==> config.mk <==
export PLATFORM = sky130hd
export DESIGN_NAME = mtg_ctrl
export DESIGN_NICKNAME = d
export VERILOG_FILES = /design/src/rtl/mtg_pkg.sv /design/src/rtl/mtg_ctrl.sv
export SDC_FILE = /design/constraint.sdc
export NUM_CORES = 1
export LEC_CHECK = 0
export ABC_CLOCK_PERIOD_IN_PS = 2000
export BUFFER_PORTS_ARGS = -buffer_cell sky130_fd_sc_hd__buf_2
export CORE_MARGIN = 10
export CORE_UTILIZATION = 26
export CTS_BUF_LIST = sky130_fd_sc_hd__clkbuf_16
export DETAILED_ROUTE_END_ITERATION = 12
export HOLD_SLACK_MARGIN = 0.15
export PLACE_DENSITY_LB_ADDON = 0.2
export SETUP_SLACK_MARGIN = 0.1
export SLEW_MARGIN = 5
export SYNTH_ARGS = -nofsm -noshare
export SYNTH_HDL_FRONTEND = slang
export SYNTH_SLANG_ARGS = --single-unit
==> constraint.sdc <==
create_clock -name clk_i -period 2 [get_ports clk_i]
set_clock_uncertainty 0.1 [all_clocks]
set_input_delay 0.3 -clock clk_i [delete_from_list [all_inputs] [get_ports clk_i]]
set_output_delay 0.3 -clock clk_i [all_outputs]
set_load 0.01 [all_outputs]
==> src/rtl/mtg_pkg.sv <==
package mtg_pkg;

  localparam int unsigned STATE_WORDS  = 624;
  localparam int unsigned SHIFT_OFFSET = 397;
  localparam int unsigned IDX_W        = 10;

  localparam logic [IDX_W-1:0] LAST_IDX  = IDX_W'(STATE_WORDS - 1);
  localparam logic [IDX_W-1:0] FULL_IDX  = IDX_W'(STATE_WORDS);
  localparam logic [IDX_W:0]   OFFS_SUM  = (IDX_W + 1)'(SHIFT_OFFSET);
  localparam logic [IDX_W:0]   WORDS_SUM = (IDX_W + 1)'(STATE_WORDS);

  localparam logic [31:0] TWIST_MATRIX = 32'h9908_b0df;
  localparam logic [31:0] HIGH_BIT     = 32'h8000_0000;
  localparam logic [31:0] LOW_BITS     = 32'h7fff_ffff;
  localparam logic [31:0] TEMPER_B     = 32'h9d2c_5680;
  localparam logic [31:0] TEMPER_C     = 32'hefc6_0000;
  localparam logic [31:0] SEED_MULT    = 32'd69069;

  typedef logic [IDX_W-1:0] idx_t;

  typedef enum logic [3:0] {
    OP_IDLE,
    OP_CLEAR,
    OP_SEED_LOAD,
    OP_SEED_STEP,
    OP_TW_INIT,
    OP_TW_LOAD,
    OP_TW_RD,
    OP_TW_WR,
    OP_DRAW_RD,
    OP_DRAW_OUT
  } op_e;

  typedef struct packed {
    op_e op;
  } cmd_t;

  typedef struct packed {
    logic cnt_last;
    logic idx_full;
  } status_t;

  function automatic logic [31:0] twist_word(logic [31:0] upper_src,
                                             logic [31:0] lower_src,
                                             logic [31:0] far_word);
    logic [31:0] y;
    logic [31:0] mag;
    y   = (upper_src & HIGH_BIT) | (lower_src & LOW_BITS);
    mag = y[0] ? TWIST_MATRIX : 32'd0;
    return far_word ^ (y >> 1) ^ mag;
  endfunction

  function automatic logic [31:0] temper(logic [31:0] y_in);
    logic [31:0] y;
    y = y_in;
    y = y ^ (y >> 11);
    y = y ^ ((y << 7) & TEMPER_B);
    y = y ^ ((y << 15) & TEMPER_C);
    y = y ^ (y >> 18);
    return y;
  endfunction

endpackage

==> src/rtl/mtg_ctrl.sv <==
module mtg_ctrl (
  input  logic             clk_i,
  input  logic             rst_ni,
  input  logic             start,
  input  logic             action_i,
  input  mtg_pkg::status_t status_i,
  output mtg_pkg::cmd_t    cmd_o,
  output logic             busy
);

  typedef enum logic [8:0] {
    S_CLEAR    = 9'b0_0000_0001,
    S_IDLE     = 9'b0_0000_0010,
    S_SEED     = 9'b0_0000_0100,
    S_TW_LOAD  = 9'b0_0000_1000,
    S_TW_RD    = 9'b0_0001_0000,
    S_TW_WR    = 9'b0_0010_0000,
    S_DRAW_RD  = 9'b0_0100_0000,
    S_DRAW_OUT = 9'b0_1000_0000,
    S_SPARE    = 9'b1_0000_0000
  } state_e;

  state_e state_q, state_d;

  always_comb begin
    state_d   = state_q;
    cmd_o.op  = mtg_pkg::OP_IDLE;
    case (state_q)
      S_CLEAR: begin
        cmd_o.op = mtg_pkg::OP_CLEAR;
        if (status_i.cnt_last) state_d = S_IDLE;
      end
      S_IDLE: begin
        if (start) begin
          if (action_i) begin
            cmd_o.op = mtg_pkg::OP_SEED_LOAD;
            state_d  = S_SEED;
          end else if (status_i.idx_full) begin
            cmd_o.op = mtg_pkg::OP_TW_INIT;
            state_d  = S_TW_LOAD;
          end else begin
            cmd_o.op = mtg_pkg::OP_DRAW_RD;
            state_d  = S_DRAW_OUT;
          end
        end
      end
      S_SEED: begin
        cmd_o.op = mtg_pkg::OP_SEED_STEP;
        if (status_i.cnt_last) state_d = S_IDLE;
      end
      S_TW_LOAD: begin
        cmd_o.op = mtg_pkg::OP_TW_LOAD;
        state_d  = S_TW_WR;
      end
      S_TW_RD: begin
        cmd_o.op = mtg_pkg::OP_TW_RD;
        state_d  = S_TW_WR;
      end
      S_TW_WR: begin
        cmd_o.op = mtg_pkg::OP_TW_WR;
        state_d  = status_i.cnt_last ? S_DRAW_RD : S_TW_RD;
      end
      S_DRAW_RD: begin
        cmd_o.op = mtg_pkg::OP_DRAW_RD;
        state_d  = S_DRAW_OUT;
      end
      S_DRAW_OUT: begin
        cmd_o.op = mtg_pkg::OP_DRAW_OUT;
        state_d  = S_IDLE;
      end
      default: begin
        state_d = S_IDLE;
      end
    endcase
  end

  always_ff @(posedge clk_i or negedge rst_ni) begin
    if (!rst_ni) begin
      state_q <= S_CLEAR;
    end else begin
      state_q <= state_d;
    end
  end

  assign busy = (state_q != S_IDLE);

  // a seed or twist sweep ends only on the last table word
  a_seed_end: assert property (@(posedge clk_i) disable iff (!rst_ni)
    (state_q == S_SEED && state_d == S_IDLE) |-> status_i.cnt_last)
    else $error("seed sweep ended early");

  a_tw_end: assert property (@(posedge clk_i) disable iff (!rst_ni)
    (state_q == S_TW_WR && state_d == S_DRAW_RD) |-> status_i.cnt_last)
    else $error("twist sweep ended early");

  a_draw_seq: assert property (@(posedge clk_i) disable iff (!rst_ni)
    (state_q == S_DRAW_OUT) |-> ($past(state_q) == S_DRAW_RD || $past(state_q) == S_IDLE))
    else $error("draw output without read");

endmodule

==> flow_summary.yaml, run 1 <==
clock_network:
  htreeDepth: 1
  clk-insertion-delay-late_ns: 0.23
  cts_num_sinks: 8
  root_buffer: "clkbuf_16"
  numCtsBuffers: 3
  clk_path_buf_depth: 2
  cts.reportedPaths.clkPinSlew_ns: 0.04
  cts_tree: "yes"
floorplan:
  ioPinCount: 11
  die_x_um: 65.9
  std_cell_rows: 16
  initial_utilization_pct: 27.7
  die_h_um: 65.9
  core_um2: 1980
  dieArea_um2: 4340
global_route:
  grt_antenna_before_repair: 0
  grt_max_degree: 9
  grt_usage_pct: 7.61
  grt_pass1_wl_mm: 2.62
  grt_pass1_vias: 572
  overflow: 0
worst_hold_path:
  hold_class: "in -> reg"
  hold_depth: 2
layout:
  fillers: 196
  regMostFlops: "state_q"
  fin_cells: 114
  multi_input_area_um2: 353
  areaGrowthSynthToFinish_pct: 59.8
  layout-drive-gt1-share_pct: 51.7
  final_nets: 94
  largest_reg_flops: 8
  largest_registers: "state_q (8)"
  antenna_cells: 0
  ff_latch_area_um2: 201
power:
  ir_drop_mv: 0.769
  p_per_area_nw_per_um2: 1340
  p_leak_uw: 0.000414
  finalPower_uw: 1180
synth:
  synth_most_common_cell: "nor2_1"
  synth_area_per_cell_um2: 9.45
  synth_cell_type_count: 32
  synth_flop_cell: "dfrtp_1"
  async_flop_share_pct: 100
  synth_edf_count: 0
  ys_seq_area_share_pct: 36.8
  synth-seq-cells: 8
  yosysWarningCount: 0
  syn_area_um2: 548
  synth_top_cell_by_area: "dfrtp_1"
  ys_top_cells_by_area: "dfrtp_1 (32%), nor2_1 (5.5%), dfstp_2 (4.8%)"
  syn-num-nets: 64
  synth_top_area_share_pct: 32.0
  synth_cells: 58
  synth_common_cells: "nor2_1 (8), dfrtp_1 (7), nand2_1 (4)"
sta:
  whs_ns: 0.178
  setup_ws_ns: -0.261
  finalHoldViolations: 0
  drv_slew: 0
  setup_viol: 5
  maxSlewHeadroom_pct: 76.4
  fin_crit_sh_pct: 113
  fmax_ghz: 0.442
  layout_min_cycle_time_ns: 2.26
  tns_ns: -0.866
  tightest_slew_ns: 0.350
  rsz0062_at_grt: "true"
critical_path:
  crit_arrival_ns: 1.86
  worstPathRequired_ns: 1.60
  path_max_fanout: 3
  end_kind: "output pin"
  path_class: "reg -> out"
  reg2regPathDepth: 6
  critPathLaunchType: "register"
placed_design:
  dp.cells: 106
  dp_hpwl_mm: 1.21
  io_buffers: 10
  place_congestion: 0.746
  pre_cts_slack_ns: -0.0128
routing:
  antenna_left: 0
  num_vias: 522
  drc: 0
  drt_pass1_iterations: 2
  wire_per_inst_um: 13.3
  drtIter0Drc: 16
  avgViaCountPerCell: 4.58
  drt-total-wl_mm: 1.52
run:
  cap_violations: 0
status:
  violations: "setup timing"
  status: "finished with violations"
## final cells by class
| class | count | area share [%] |
|---|---|---|
| multi-input cells | 44 | 40.3 |
| well taps | 27 | 3.86 |
| inverters | 3 | 1.29 |
| clock buffers | 3 | 8.57 |
| repair buffers | 28 | 22.6 |
| flip-flops and latches | 8 | 23.0 |
| clock inverters | 1 | 0.429 |
## cell families (layout without fill, tap and decap cells)
logic type / count (synthesis) / count (layout) / share of synthesized area (%)
mux: 1 / 1 / 1.83
simple gates: 28 / 28 / 31.1
compound gates: 11 / 11 / 18.0
buf+inv: 6 / 35 / 5.94
flops: 8 / 8 / 36.8
xor+xnor: 4 / 4 / 6.39
## worst max-delay path, cell delays in order, from the launching register on
cell      delay [ns]
dfrtp_1         0.39
or4_4           0.53
or2_4           0.25
o311ai_2        0.27
buf_2           0.18
## layer usage
layer	track usage (%)	routed length (um)
met4	1.60	0
met1	8.60	679
met5	0	0
met3	3.73	85
met2	12.6	757
## final timing paths
check	startpoint	to	slack, ns
setup / recovery	state_q[6]$_DFFE_PN0P_	cmd_o[0]	-0.26
max in group asynchronous	rst_ni	state_q[0]$_DFFE_PN1P_	1.22
setup reg to reg	state_q[7]$_DFFE_PN0P_	state_q[2]$_DFFE_PN0P_	0.12
min in group asynchronous	rst_ni	state_q[1]$_DFFE_PN0P_	0.33
hold / removal	status_i[1]	state_q[4]$_DFFE_PN0P_	0.18
hold reg to reg	state_q[0]$_DFFE_PN1P_	state_q[0]$_DFFE_PN1P_	0.42
## per-stage QoR
stage	util, %	area, um2
2_1_floorplan	-	561
5_1_grt	44.2	876
4_1_cts	42.6	845
6_report	44.2	876
3_5_place_dp	36.7	728
3_3_place_gp	36.7	728
## power breakdown
group,internal [uW],leakage (uW),switching (uW)
sequential,189,0.000103,20.5
clock,260,0.0000423,80.0
combinational,354,0.000269,272
total,803,0.000414,372
## repair_timing
item	in CTS	in global routing
endpoints found under the hold margin	8	0
buffers inserted	3	1
endpoints found under the setup margin	5	5
resized for setup	4	5
pin swaps	1	3
hold buffers	1	0
## cells in the final DEF (no fill, tap or decap), types with 2 or more instances in the layout
cell type,count
nand3_1,2
inv_1,3
nor2_1,7
nor3_1,3
clkbuf_16,3
o21ai_0,2
nor2b_1,2
xnor2_1,3
buf_4,16
buf_2,9
dfrtp_1,7
buf_6,2
nand2_1,4
Note: power is estimated with default switching activity, not from simulation.
==> run 2: changes to the inputs <==
ABC_AREA = 1   (was unset)
ABC_CLOCK_PERIOD_IN_PS = 2650   (was 2000)
clock period = 2.65 ns   (was 2 ns; I/O delays follow)
==> flow_summary.yaml, run 2 <==
synth:
  synth_common_cells: "nand2_1 (20), nor2_1 (14), dfrtp_1 (7), inv_1 (7)"
  syn_area_um2: 579
  synth_most_common_cell: "nand2_1"
  yosysWarningCount: 0
  synth_cell_type_count: 18
  synth_edf_count: 0
  async_flop_share_pct: 100
  syn-num-nets: 87
  ys_seq_area_share_pct: 34.8
  synth_flop_cell: "dfrtp_1"
  synth_cells: 81
  synth-seq-cells: 8
  ys_top_cells_by_area: "dfrtp_1 (30%), nand2_1 (13%), nor2_1 (9.1%)"
  synth_top_cell_by_area: "dfrtp_1"
  synth_area_per_cell_um2: 7.15
  synth_top_area_share_pct: 30.2
layout:
  layout_common_cells: "nand2_1 (20), nor2_1 (14), buf_2 (10), inv_1 (8), dfrtp_1 (7)"
  largest_reg_flops: 8
  layout-drive-gt1-share_pct: 36.5
  regMostFlops: "state_q"
  layout_commonest_cell: "nand2_1"
  final_nets: 103
  antenna_cells: 0
  largest_registers: "state_q (8)"
  areaGrowthSynthToFinish_pct: 30.0
  fin_cells: 124
  fillers: 241
routing:
  wire_per_inst_um: 10.6
  drt-total-wl_mm: 1.32
  drt_pass1_iterations: 4
  drtIter0Drc: 16
  antenna_left: 0
  num_vias: 529
  drc: 0
  avgViaCountPerCell: 4.27
sta:
  whs_ns: 0.228
  drv_slew: 0
  setup_ws_ns: 0.632
  rsz0062_at_grt: "false"
  fmax_ghz: 0.496
  maxSlewHeadroom_pct: 76.4
  tightest_slew_ns: 0.351
  fin_crit_sh_pct: 76.1
  tns_ns: 0
  setup_viol: 0
  layout_min_cycle_time_ns: 2.02
  finalHoldViolations: 0
clock_network:
  cts_tree: "yes"
  numCtsBuffers: 3
  htreeDepth: 1
  postCtsSetupBuffers: 0
  root_buffer: "clkbuf_16"
  cts.reportedPaths.clkPinSlew_ns: 0.04
  clk_path_buf_depth: 2
  clk-insertion-delay-late_ns: 0.23
  cts_num_sinks: 8
  cts_resized: 0
placed_design:
  place_congestion: 0.813
  io_buffers: 10
  dp_hpwl_mm: 1.10
  pre_cts_slack_ns: 0.868
  dp.cells: 119
critical_path:
  worstPathRequired_ns: 2.15
  end_kind: "output pin"
  crit_arrival_ns: 1.52
  critPathLaunchType: "register"
  path_max_fanout: 5
  path_class: "reg -> out"
worst_hold_path:
  hold_class: "in -> reg"
floorplan:
  ioPinCount: 11
  std_cell_rows: 17
  dieArea_um2: 4520
  die_h_um: 67.2
  die_x_um: 67.2
  core_um2: 2170
  initial_utilization_pct: 26.7
power:
  p_per_area_nw_per_um2: 960
  finalPower_uw: 723
  ir_drop_mv: 0.353
  p_leak_uw: 0.000429
global_route:
  grt_usage_pct: 6.35
  grt_pass1_vias: 524
  overflow: 0
  grt_antenna_before_repair: 0
  grt_max_degree: 9
  grt_pass1_wl_mm: 2.16
run:
  cap_violations: 0
status:
  status: "completed"
[run 2: cell types whose count changed after synthesis, sizes merged, moves of 3 or more]
cell / before / now
nand2: 5 / 27
nor2: 8 / 20
buf: 3 / 0
nand3: 2 / 6
xnor2: 3 / 0
inv: 3 / 12
[run 2: path summary, 6_finish.rpt]
check | startpoint | to | slack (ns) | cells past startpoint
min | status_i[1] | state_q[4]$_DFFE_PN0P_ | 0.23 | 2
min in group asynchronous | rst_ni | state_q[7]$_DFFE_PN0P_ | 0.44 | 2
max reg2reg | state_q[0]$_DFFE_PN1P_ | state_q[1]$_DFFE_PN0P_ | 1.29 | 9
max in group asynchronous | rst_ni | state_q[0]$_DFFE_PN1P_ | 1.77 | 2
max | state_q[0]$_DFFE_PN1P_ | cmd_o[2] | 0.63 | 7
min reg2reg | state_q[0]$_DFFE_PN1P_ | state_q[0]$_DFFE_PN1P_ | 0.41 | 2
[run 2: critical path: stages, from the launching register on]
cell and delay, ns:
dfstp_2 0.53, nor2_2 0.06, nand2_2 0.10, inv_2 0.07, nand2_4 0.09, nand3_2 0.07, or2_1 0.23, buf_2 0.14
[run 2: cells by family after synthesis]
logic type | after synthesis | share of synthesized area (%)
flip-flops | 8 | 34.8
buffers and inverters | 12 | 7.78
AND/OR/NAND/NOR | 59 | 55.7
AO/OA/AOI/OAI | 2 | 1.73
[run 2: area by class of cell]
cell class	count	area (um2)	area share, %
Inverter	12	45.0	5.98
Sequential cell	8	201	26.7
Clock inverter	1	3.75	0.498
Clock buffer	3	75.1	9.97
Tap cell	28	35.0	4.65
Multi-Input combinational cell	61	333	44.2
Timing Repair Buffer	11	60.1	7.97
[run 2: metrics by stage]
| step | util, % | cell area (um2) |
|---|---|---|
| detailed placement | 30.6 | 664 |
| CTS | 34.7 | 753 |
| finish | 34.7 | 753 |
| global route | 34.7 | 753 |
| global placement | 30.6 | 664 |
| floorplan | - | 579 |
[run 2: routing by layer]
layer	track usage (%)	part of all wire [%]
met5	0	0
met3	2.48	6.7
met1	7.52	48
met2	8.77	43
met4	5.38	1.9
[run 2: repair_timing]
item	4_1_cts	5_1_grt
endpoints found under the hold margin	8	0
endpoints found under the setup margin	0	0
hold buffers	1	0
[run 2: power breakdown]
| part | switching [uW] | leakage (uW) | internal (uW) |
|---|---|---|---|
| clock | 56.8 | 0.0000423 | 196 |
| combinational | 200 | 0.000283 | 106 |
| sequential | 21.3 | 0.000104 | 142 |
